File: src/sv/clt_pkg.sv
package clt_pkg;

    // Fixed field widths of the item and result formats
    localparam int KIND_W = 3;
    localparam int IDX_W  = 11;
    localparam int TERM_W = 32;
    localparam int PAY_W  = 64;

    // Defaults for the top-level parameters
    localparam int DEF_LOG_DEPTH    = 1024;
    localparam int DEF_PAYLOAD_BITS = 64;

    // Input channel layout
    localparam int S_IDX_LSB   = 0;
    localparam int S_TERM_LSB  = S_IDX_LSB + IDX_W;
    localparam int S_ETERM_LSB = S_TERM_LSB + TERM_W;
    localparam int S_EPAY_LSB  = S_ETERM_LSB + TERM_W;
    localparam int S_USED_W    = S_EPAY_LSB + PAY_W;
    localparam int S_TDATA_W   = ((S_USED_W + 7) / 8) * 8;
    localparam int S_KIND_LSB  = 0;
    localparam int S_HAS_BIT   = S_KIND_LSB + KIND_W;
    localparam int S_FIRST_BIT = S_HAS_BIT + 1;
    localparam int S_TUSER_W   = S_FIRST_BIT + 1;

    // Result channel layout
    localparam int M_USED_W  = 4 * IDX_W + 2 * TERM_W + PAY_W;
    localparam int M_TDATA_W = ((M_USED_W + 7) / 8) * 8;
    localparam int M_TUSER_W = 1;

    typedef enum logic [KIND_W-1:0] {
        KIND_APPEND  = 3'd0,
        KIND_BATCH   = 3'd1,
        KIND_READ    = 3'd2,
        KIND_COMMIT  = 3'd3,
        KIND_APPLIED = 3'd4,
        KIND_FIND    = 3'd5,
        KIND_STATUS  = 3'd6
    } kind_t;

    typedef enum logic [2:0] {
        S_IDLE,
        S_DECODE,
        S_PREV,
        S_ENTRY,
        S_MATCH,
        S_READ,
        S_SCAN,
        S_WAIT
    } state_t;

    typedef enum logic [2:0] {
        DP_IDLE,
        DP_DECODE,
        DP_PREV,
        DP_ENTRY,
        DP_MATCH,
        DP_READ,
        DP_SCAN,
        DP_HOLD
    } dp_op_t;

    typedef struct packed {
        dp_op_t op;
        logic   accept;
        logic   load_out;
    } clt_cmd_t;

    typedef struct packed {
        kind_t kind;
        logic  first;
        logic  read_hit;
        logic  empty;
        logic  entry_read;
        logic  scan_done;
    } clt_status_t;

endpackage

File: src/sv/clt_ctrl.sv
module clt_ctrl (
    input  logic                 aclk,
    input  logic                 aresetn,
    input  logic                 s_tvalid,
    output logic                 s_tready,
    output logic                 m_tvalid,
    input  logic                 m_tready,
    input  clt_pkg::clt_status_t status,
    output clt_pkg::clt_cmd_t    cmd
);

    import clt_pkg::*;

    state_t state_reg, state_next;
    logic   out_valid_reg, out_valid_next;
    logic   out_free;
    logic   finish;
    state_t fin_state;

    assign out_free  = !out_valid_reg || m_tready;
    assign fin_state = out_free ? S_IDLE : S_WAIT;

    // last cycle of an item's work
    always_comb begin
        case (state_reg)
            S_DECODE: begin
                case (status.kind)
                    KIND_BATCH: finish = 1'b0;
                    KIND_READ:  finish = !status.read_hit;
                    KIND_FIND:  finish = status.empty;
                    default:    finish = 1'b1;
                endcase
            end
            S_ENTRY: finish = !status.entry_read;
            S_MATCH: finish = 1'b1;
            S_READ:  finish = 1'b1;
            S_SCAN:  finish = status.scan_done;
            default: finish = 1'b0;
        endcase
    end

    always_comb begin
        case (state_reg)
            S_IDLE: begin
                state_next = s_tvalid ? S_DECODE : S_IDLE;
            end
            S_DECODE: begin
                if (finish) begin
                    state_next = fin_state;
                end else begin
                    case (status.kind)
                        KIND_BATCH: state_next = status.first ? S_PREV : S_ENTRY;
                        KIND_READ:  state_next = S_READ;
                        KIND_FIND:  state_next = S_SCAN;
                        default:    state_next = S_IDLE;
                    endcase
                end
            end
            S_PREV:  state_next = S_ENTRY;
            S_ENTRY: state_next = finish ? fin_state : S_MATCH;
            S_MATCH: state_next = fin_state;
            S_READ:  state_next = fin_state;
            S_SCAN:  state_next = finish ? fin_state : S_SCAN;
            S_WAIT:  state_next = out_free ? S_IDLE : S_WAIT;
            default: state_next = S_IDLE;
        endcase
    end

    always_comb begin
        case (state_reg)
            S_IDLE:   cmd.op = DP_IDLE;
            S_DECODE: cmd.op = DP_DECODE;
            S_PREV:   cmd.op = DP_PREV;
            S_ENTRY:  cmd.op = DP_ENTRY;
            S_MATCH:  cmd.op = DP_MATCH;
            S_READ:   cmd.op = DP_READ;
            S_SCAN:   cmd.op = DP_SCAN;
            default:  cmd.op = DP_HOLD;
        endcase
        cmd.accept   = (state_reg == S_IDLE) && s_tvalid;
        cmd.load_out = out_free && (finish || (state_reg == S_WAIT));
        s_tready     = (state_reg == S_IDLE);
        m_tvalid     = out_valid_reg;
    end

    assign out_valid_next = cmd.load_out ? 1'b1 : (m_tready ? 1'b0 : out_valid_reg);

    always_ff @(posedge aclk) begin
        if (!aresetn) begin
            state_reg     <= S_IDLE;
            out_valid_reg <= 1'b0;
        end else begin
            state_reg     <= state_next;
            out_valid_reg <= out_valid_next;
        end
    end

endmodule

File: config.mk
export PLATFORM = sky130hd
export DESIGN_NAME = clt_ctrl
export DESIGN_NICKNAME = d
export VERILOG_FILES = /design/src/sv/clt_pkg.sv /design/src/sv/clt_ctrl.sv
export SDC_FILE = /design/constraint.sdc
export NUM_CORES = 1
export LEC_CHECK = 0
export BUFFER_PORTS_ARGS = -buffer_cell sky130_fd_sc_hd__buf_2
export CORE_AREA = 4 4 41 43
export DETAILED_ROUTE_END_ITERATION = 7
export DIE_AREA = 0 0 45 47
export PLACE_DENSITY = 0.7
export SETUP_SLACK_MARGIN = 0.05
export SLEW_MARGIN = 25
export SYNTH_ARGS = -nofsm -noshare
export SYNTH_HDL_FRONTEND = slang
export SYNTH_SLANG_ARGS = --single-unit
File: constraint.sdc
create_clock -name aclk -period 2.3 [get_ports aclk]
set_input_delay 0.69 -clock aclk [delete_from_list [all_inputs] [get_ports aclk]]
set_output_delay 0.69 -clock aclk [all_outputs]
set_load 0.01 [all_outputs]
Word-level counts from Yosys, hierarchy flattened
Cells that the tools add are included.

word-level totals
  flip-flop bits (word level) = 4
  input bits = 12
  logic and storage cells = 36

cells by class
  equality and inequality tests = 10
  mux-type cells = 13
  reduce and logical (&&, ||, !) cells = 11

operators by type and width
  operator            count
  $pmux 3 s7          1
  $pmux 3 s6          1
  $eq 3x3->1 const B  5
  $mux 3              4
  $eq 3x2->1 const B  3
  $pmux 3 s3          1
  $eq 3x1->1 const B  2
  $mux 1              4
  $pmux 1 s4          1
  $logic_not 1->1     3
  $logic_not 3->1     1
  $pmux 1 s3          1
  $reduce_or 3->1     1
  $logic_and 1x1->1   2
  $logic_or 1x1->1    2
  $reduce_bool 2->1   1
  $reduce_or 2->1     1

Logic depth before layout (Yosys ltp)
Gate-level depths: netlist (run 1).

  depth after elaboration = 6
  depth in mapped cells = 5
  gate-level depth less buffers = 4

Worst setup path before layout (run 1)
No wires, ideal clock.

  path kind = input to output
  start point = in status[7] (netlist bit)
  end point = out cmd[0] (netlist bit)
  arrival = 1.511 ns
  required time = 1.610 ns
  slack = 0.099 ns
  cell stages on the path = 5
  path buffers = 1
  cell sequence = nand4bb_1 -> o21a_1 -> o21ai_0 -> a221oi_1 -> buf_4

RTL lines
  element             line           text
  start: declaration  clt_ctrl.sv:8  input clt_pkg::clt_status_t status,
  end: declaration    clt_ctrl.sv:9  output clt_pkg::clt_cmd_t cmd

==> results of run 1 <==
## layout make-up
type	instances	share of cell area (%)
Clock buffer	3	3.34
Inverter	5	2.78
Multi-Input combinational cell	44	51.9
Sequential cell	4	11.9
Tap cell	15	2.78
Timing Repair Buffer	28	27.3
## timing repair
item | CTS | global route
pin swaps | 4 | 0
gates resized for setup | 10 | 0
endpoints found under the setup margin | 1 | 1
buffers inserted | 3 | 1
## worst max-delay path, cell delays in order
cell and delay, ns:
buf_8 0.08, nand4bb_4 0.14, o21a_1 0.17, o21ai_2 0.08, a221oi_2 0.27, buf_2 0.17
## per-layer routing
layer | part of all wire (%) | up-vias
met3 | 5.1 | 0
li1 | - | 281
met2 | 50 | 21
met1 | 45 | 271
met4 | 0 | 0
met5 | 0 | -
## report_power, final
group / internal, mW / switching [mW]
clock network: 0.0584 / 0.0293
logic: 0.0809 / 0.0822
registers: 0.0784 / 0.0108
total: 0.218 / 0.122
## per-stage QoR
| stage | util (%) | setup WS [ns] |
|---|---|---|
| after detailed placement | 44.1 | -0.176 |
| after global routing | 51.8 | -0.0697 |
| after CTS | 51.2 | 0.0231 |
| after global placement | 44.1 | -0.0996 |
| final | 51.8 | -0.00100 |
| after floorplan | - | 0.0992 |
## how the worst max path moves through the flow
stage	start	slack, ns	cells past startpoint	end
after floorplan	status[7]	0.1	5	cmd[0]
after global placement	status[5]	-0.1	6	cmd[0]
after detailed placement	status[5]	-0.18	6	cmd[0]
after CTS	status[5]	0.02	6	cmd[0]
after global routing	status[5]	-0.07	6	cmd[0]
final	status[5]	-0.001	6	cmd[0]
## layout by cell type, fill, tap and decap left out, types with 2 or more instances in the layout
cell and n:
nand4_1 3, nor2_1 2, o21ai_0 2, o311ai_0 2, o211ai_1 4, buf_2 15
dfxtp_1 4, nand2b_1 2, clkbuf_4 3, buf_4 11, inv_1 4, a21oi_1 4
nor2b_1 2
## kinds of logic after synthesis
kind of cell	after synthesis	synth area share, %
AO/OA/AOI/OAI	25	40.4
buffers and inverters	13	12.3
flip-flops	4	17.5
multiplexers	1	2.46
AND/OR/NAND/NOR	18	27.3
==> flow_summary.json, run 1 <==
{
  "yosysSeqAreaShare_pct": 17.5,
  "place_hpwl_um": 948,
  "place_congestion": 0.826,
  "ys_seq_elements": 4,
  "clockBufferDepth": 2,
  "die_x_um": 45,
  "synth-edff-count": 0,
  "grt_pass1_wl_um": 2240,
  "synth.top_cells.by_count": "a21oi_1 (4), clkbuf_1 (4), dfxtp_1 (4), inv_1 (4), o211ai_1 (4)",
  "worstHoldEndpoint": "m_tvalid",
  "fin_setup_tns_ns": -0.00100,
  "drc": 0,
  "cts_made_buffers": 3,
  "use_met1_pct": 17.5,
  "power.total_mw": 0.340,
  "tightest_slew_ns": 0.358,
  "hp-start": "state_reg[0]",
  "yosys.area.top_type": "dfxtp_1",
  "finish.instance_area_um2": 674,
  "place_area_um2": 574,
  "drt_wl_total_um": 1300,
  "r2r_cells": 4,
  "final-hold-violation-count": 0,
  "clkTransAtPathRegs_ns": 0.04,
  "r2r_end": "state_reg[2]",
  "antennaDiodeCount": 0,
  "dieArea_um2": 2120,
  "maxSlewHeadroom_pct": 75.8,
  "status": "complete, but fails checks",
  "fin_worst_skew_ns": 0.00436,
  "syn-cell-area_um2": 458,
  "synth_cell_types": 34,
  "finalSetupViolCount": 1,
  "syn_to_final_growth_pct": 47.3,
  "htreeDepth": 1,
  "synth.net_count": 73,
  "hold_buffers": 0,
  "ioPinCount": 19,
  "cp_data_arrival_time_ns": 1.61,
  "netlist_instances": 61,
  "coreArea_um2": 1300,
  "cts.sinks": 4,
  "syn_area_per_cell_um2": 7.51,
  "met2_usage_pct": 24.0,
  "critPathMaxFanout": 3,
  "portBuffers": 18,
  "vdd_drop_max_v": 0.000377,
  "fill_cells": 135,
  "crit_type": "input pin to output port",
  "end_kind": "output port",
  "placementRows": 13,
  "fin_crit_ns": 2.30,
  "fmax_mhz": 435,
  "setup_ws_ns": -0.00100,
  "vias": 573,
  "drv_slew": 0,
  "crit-reg2reg-launch": "state_reg[1]",
  "antenna_found_initial": 0,
  "grt_use_total_pct": 14.2,
  "reg2reg_slack_ns": 0.89,
  "grt_pass1_vias": 542,
  "cp_data_required_time_ns": 1.61,
  "first_iter_violations": 24,
  "leakagePower_nw": 0.284,
  "drv_cap": 0,
  "first_pass_iters": 4,
  "place_inst": 92,
  "largest_reg_flops": 3,
  "hold_depth": 3,
  "hp-class": "flip-flop to flip-flop",
  "drive_above_1_share_pct": 46.4,
  "violations": "setup timing",
  "ant_nets": 0,
  "multi_input_area_um2": 350,
  "synthFlopType": "dfxtp_1",
  "yosys_warnings": 0,
  "synth.area.top_cells": "dfxtp_1 (17%), o211ai_1 (6.6%), nand4bb_1 (4.9%)",
  "critPathLaunchType": "input pin",
  "root_buffer": "clkbuf_4",
  "clk_latency_ns": 0.24,
  "die_height_um": 47,
  "wire_per_inst_um": 13.1,
  "viasPerCell": 5.79,
  "rsz0062_at_grt": "true",
  "grtUsageMet3_pct": 4.60,
  "grt_max_degree": 15,
  "regArea_um2": 80.1,
  "hold_slack_ns": 0.628,
  "grt_overflow": 0,
  "fin_crit_sh_pct": 100,
  "fin_cells": 99,
  "grt-busiest-layer": "met2",
  "fin_nets": 98,
  "start_util_pct": 35.2,
  "synth_top_area_share_pct": 17.5,
  "cellPowerDensity_nw_per_um2": 504,
  "async_flop_share_pct": 0,
  "tritoncts": "yes"
}
Note: power is estimated with default switching activity, not from simulation.
==> inputs of run 2 (changes only) <==
Settings changed: CELL_PAD_IN_SITES_DETAIL_PLACEMENT set to 2, CELL_PAD_IN_SITES_GLOBAL_PLACEMENT set to 2, CORE_AREA 4 4 41 43 to not set, CORE_UTILIZATION set to 23, DIE_AREA 0 0 45 47 to not set, PLACE_DENSITY 0.7 to 0.83.
==> run 2 against run 1 <==
The flow still finishes with violations (setup timing). Non-clock buffer count stayed put. Global-route usage is 3.8 points higher. Sequential share of layout area did not move. Routed wire length grew 31%. Utilization down 14 points. Critical path type unchanged.
==> flow_summary.json, run 2 (same netlist as run 1, synthesis figures left out) <==
{
  "multi_input_area_um2": 334,
  "fin_worst_skew_ns": 0.00569,
  "crit_path_top_delay_cell": "a221oi_2",
  "grt_use_total_pct": 18.0,
  "cts_made_buffers": 3,
  "fin_setup_tns_ns": -0.00624,
  "finalSetupViolCount": 1,
  "grt_overflow": 0,
  "leakagePower_nw": 0.282,
  "layout_common_cells": "buf_2 (15), buf_4 (10)",
  "portBuffers": 18,
  "end_kind": "output port",
  "cp_data_required_time_ns": 1.61,
  "root_buffer": "clkbuf_4",
  "place_congestion": 0.725,
  "die_x_um": 46.6,
  "fin_crit_ns": 2.31,
  "ant_nets": 0,
  "clockBufferDepth": 2,
  "rsz0062_at_grt": "true",
  "maxSlewHeadroom_pct": 75.4,
  "finish.instance_area_um2": 674,
  "clkTransAtPathRegs_ns": 0.04,
  "place_area_um2": 594,
  "place_inst": 103,
  "grt_pass1_wl_um": 2710,
  "largest_reg_flops": 3,
  "clk_latency_ns": 0.24,
  "grt_pass1_vias": 573,
  "cpPeakStageDelay_ns": 0.27,
  "tightest_slew_ns": 0.369,
  "place_hpwl_um": 1270,
  "ioPinCount": 19,
  "critPathLaunchType": "input pin",
  "fmax_mhz": 434,
  "placementRows": 15,
  "cp_data_arrival_time_ns": 1.62,
  "wire_per_inst_um": 15.5,
  "start_util_pct": 25.4,
  "status": "complete, but fails checks",
  "crit_path_cell_trace": "buf_8 > nand4bb_1 > o21a_1 > o21ai_2 > a221oi_2 > buf_2",
  "hp-class": "flip-flop to flip-flop",
  "setup_ws_ns": -0.00624,
  "drc": 0,
  "vdd_drop_max_v": 0.000172,
  "vias": 581,
  "grt_max_degree": 11,
  "fill_cells": 220,
  "hold_buffers": 0,
  "crit_type": "input pin to output port",
  "final-hold-violation-count": 0,
  "viasPerCell": 5.33,
  "hold_slack_ns": 0.618,
  "reg2reg_slack_ns": 0.75,
  "regArea_um2": 80.1,
  "violations": "setup timing",
  "fin_crit_sh_pct": 100,
  "die_height_um": 46.6,
  "antenna_found_initial": 0,
  "power.total_mw": 0.340,
  "cts.sinks": 4,
  "critPathMaxFanout": 4,
  "first_iter_violations": 15,
  "cellPowerDensity_nw_per_um2": 504,
  "syn_to_final_growth_pct": 47.3,
  "dieArea_um2": 2170,
  "fin_cells": 109,
  "drv_slew": 0,
  "htreeDepth": 1,
  "drv_cap": 0,
  "antennaDiodeCount": 0,
  "fin_nets": 98,
  "drt_wl_total_um": 1690,
  "coreArea_um2": 1800,
  "drive_above_1_share_pct": 45.2,
  "first_pass_iters": 4,
  "layout_commonest_cell": "buf_2",
  "tritoncts": "yes"
}
-- run 2: cell counts in the layout (fill, tap and decap cells not counted) --
No cell type changed its count.
-- run 2: stage by stage --
stage	setup WS, ns	utilization (%)
floorplan	0.0992	-
global placement	-0.0674	33.0
detailed placement	-0.0976	33.0
CTS	0.0263	37.0
global route	-0.0441	37.4
finish	-0.00624	37.4
-- run 2: worst paths after layout --
kind | endpoint | cells past startpoint | startpoint
setup / recovery | cmd[0] | 6 | status[5]
hold / removal | m_tvalid | 2 | state_reg[1]
setup reg to reg | state_reg[2] | 4 | state_reg[0]
hold reg to reg | m_tvalid | 2 | state_reg[1]
-- run 2: layout make-up --
| cell class | instances | area share (%) |
|---|---|---|
| well taps | 25 | 4.64 |
| flip-flops and latches | 4 | 11.9 |
| repair buffers | 28 | 27.8 |
| clock buffers | 3 | 3.34 |
| inverters | 5 | 2.78 |
| multi-input cells | 44 | 49.5 |
-- run 2: power breakdown --
group | total (mW) | switching (mW) | leakage (nW) | internal, mW
sequential | 0.0920 | 0.0136 | 0.0328 | 0.0784
clock | 0.0877 | 0.0293 | 0.0138 | 0.0584
combinational | 0.160 | 0.0835 | 0.236 | 0.0764
-- run 2: per-layer routing --
layer | share of wire (%) | global-route usage, % | vias to the layer above
li1 | - | - | 283
met1 | 50 | 25.9 | 286
met2 | 46 | 26.9 | 10
met3 | 2.9 | 2.35 | 2
met4 | 0.65 | 6.86 | 0
met5 | 0 | 0 | -
-- run 2: critical path, delay by kind of cell --
kind / cells / cell delay, ns
AOI/OAI and AO/OA: 3 / 0.54
buffers and inverters: 2 / 0.24
and+or+nand+nor: 1 / 0.14
-- run 2: what timing repair did --
item                       4_1_cts  5_1_grt
setup endpoints to repair        1        1
pin swaps                        4        4
setup buffers                    2        1
gates resized for setup          9        0
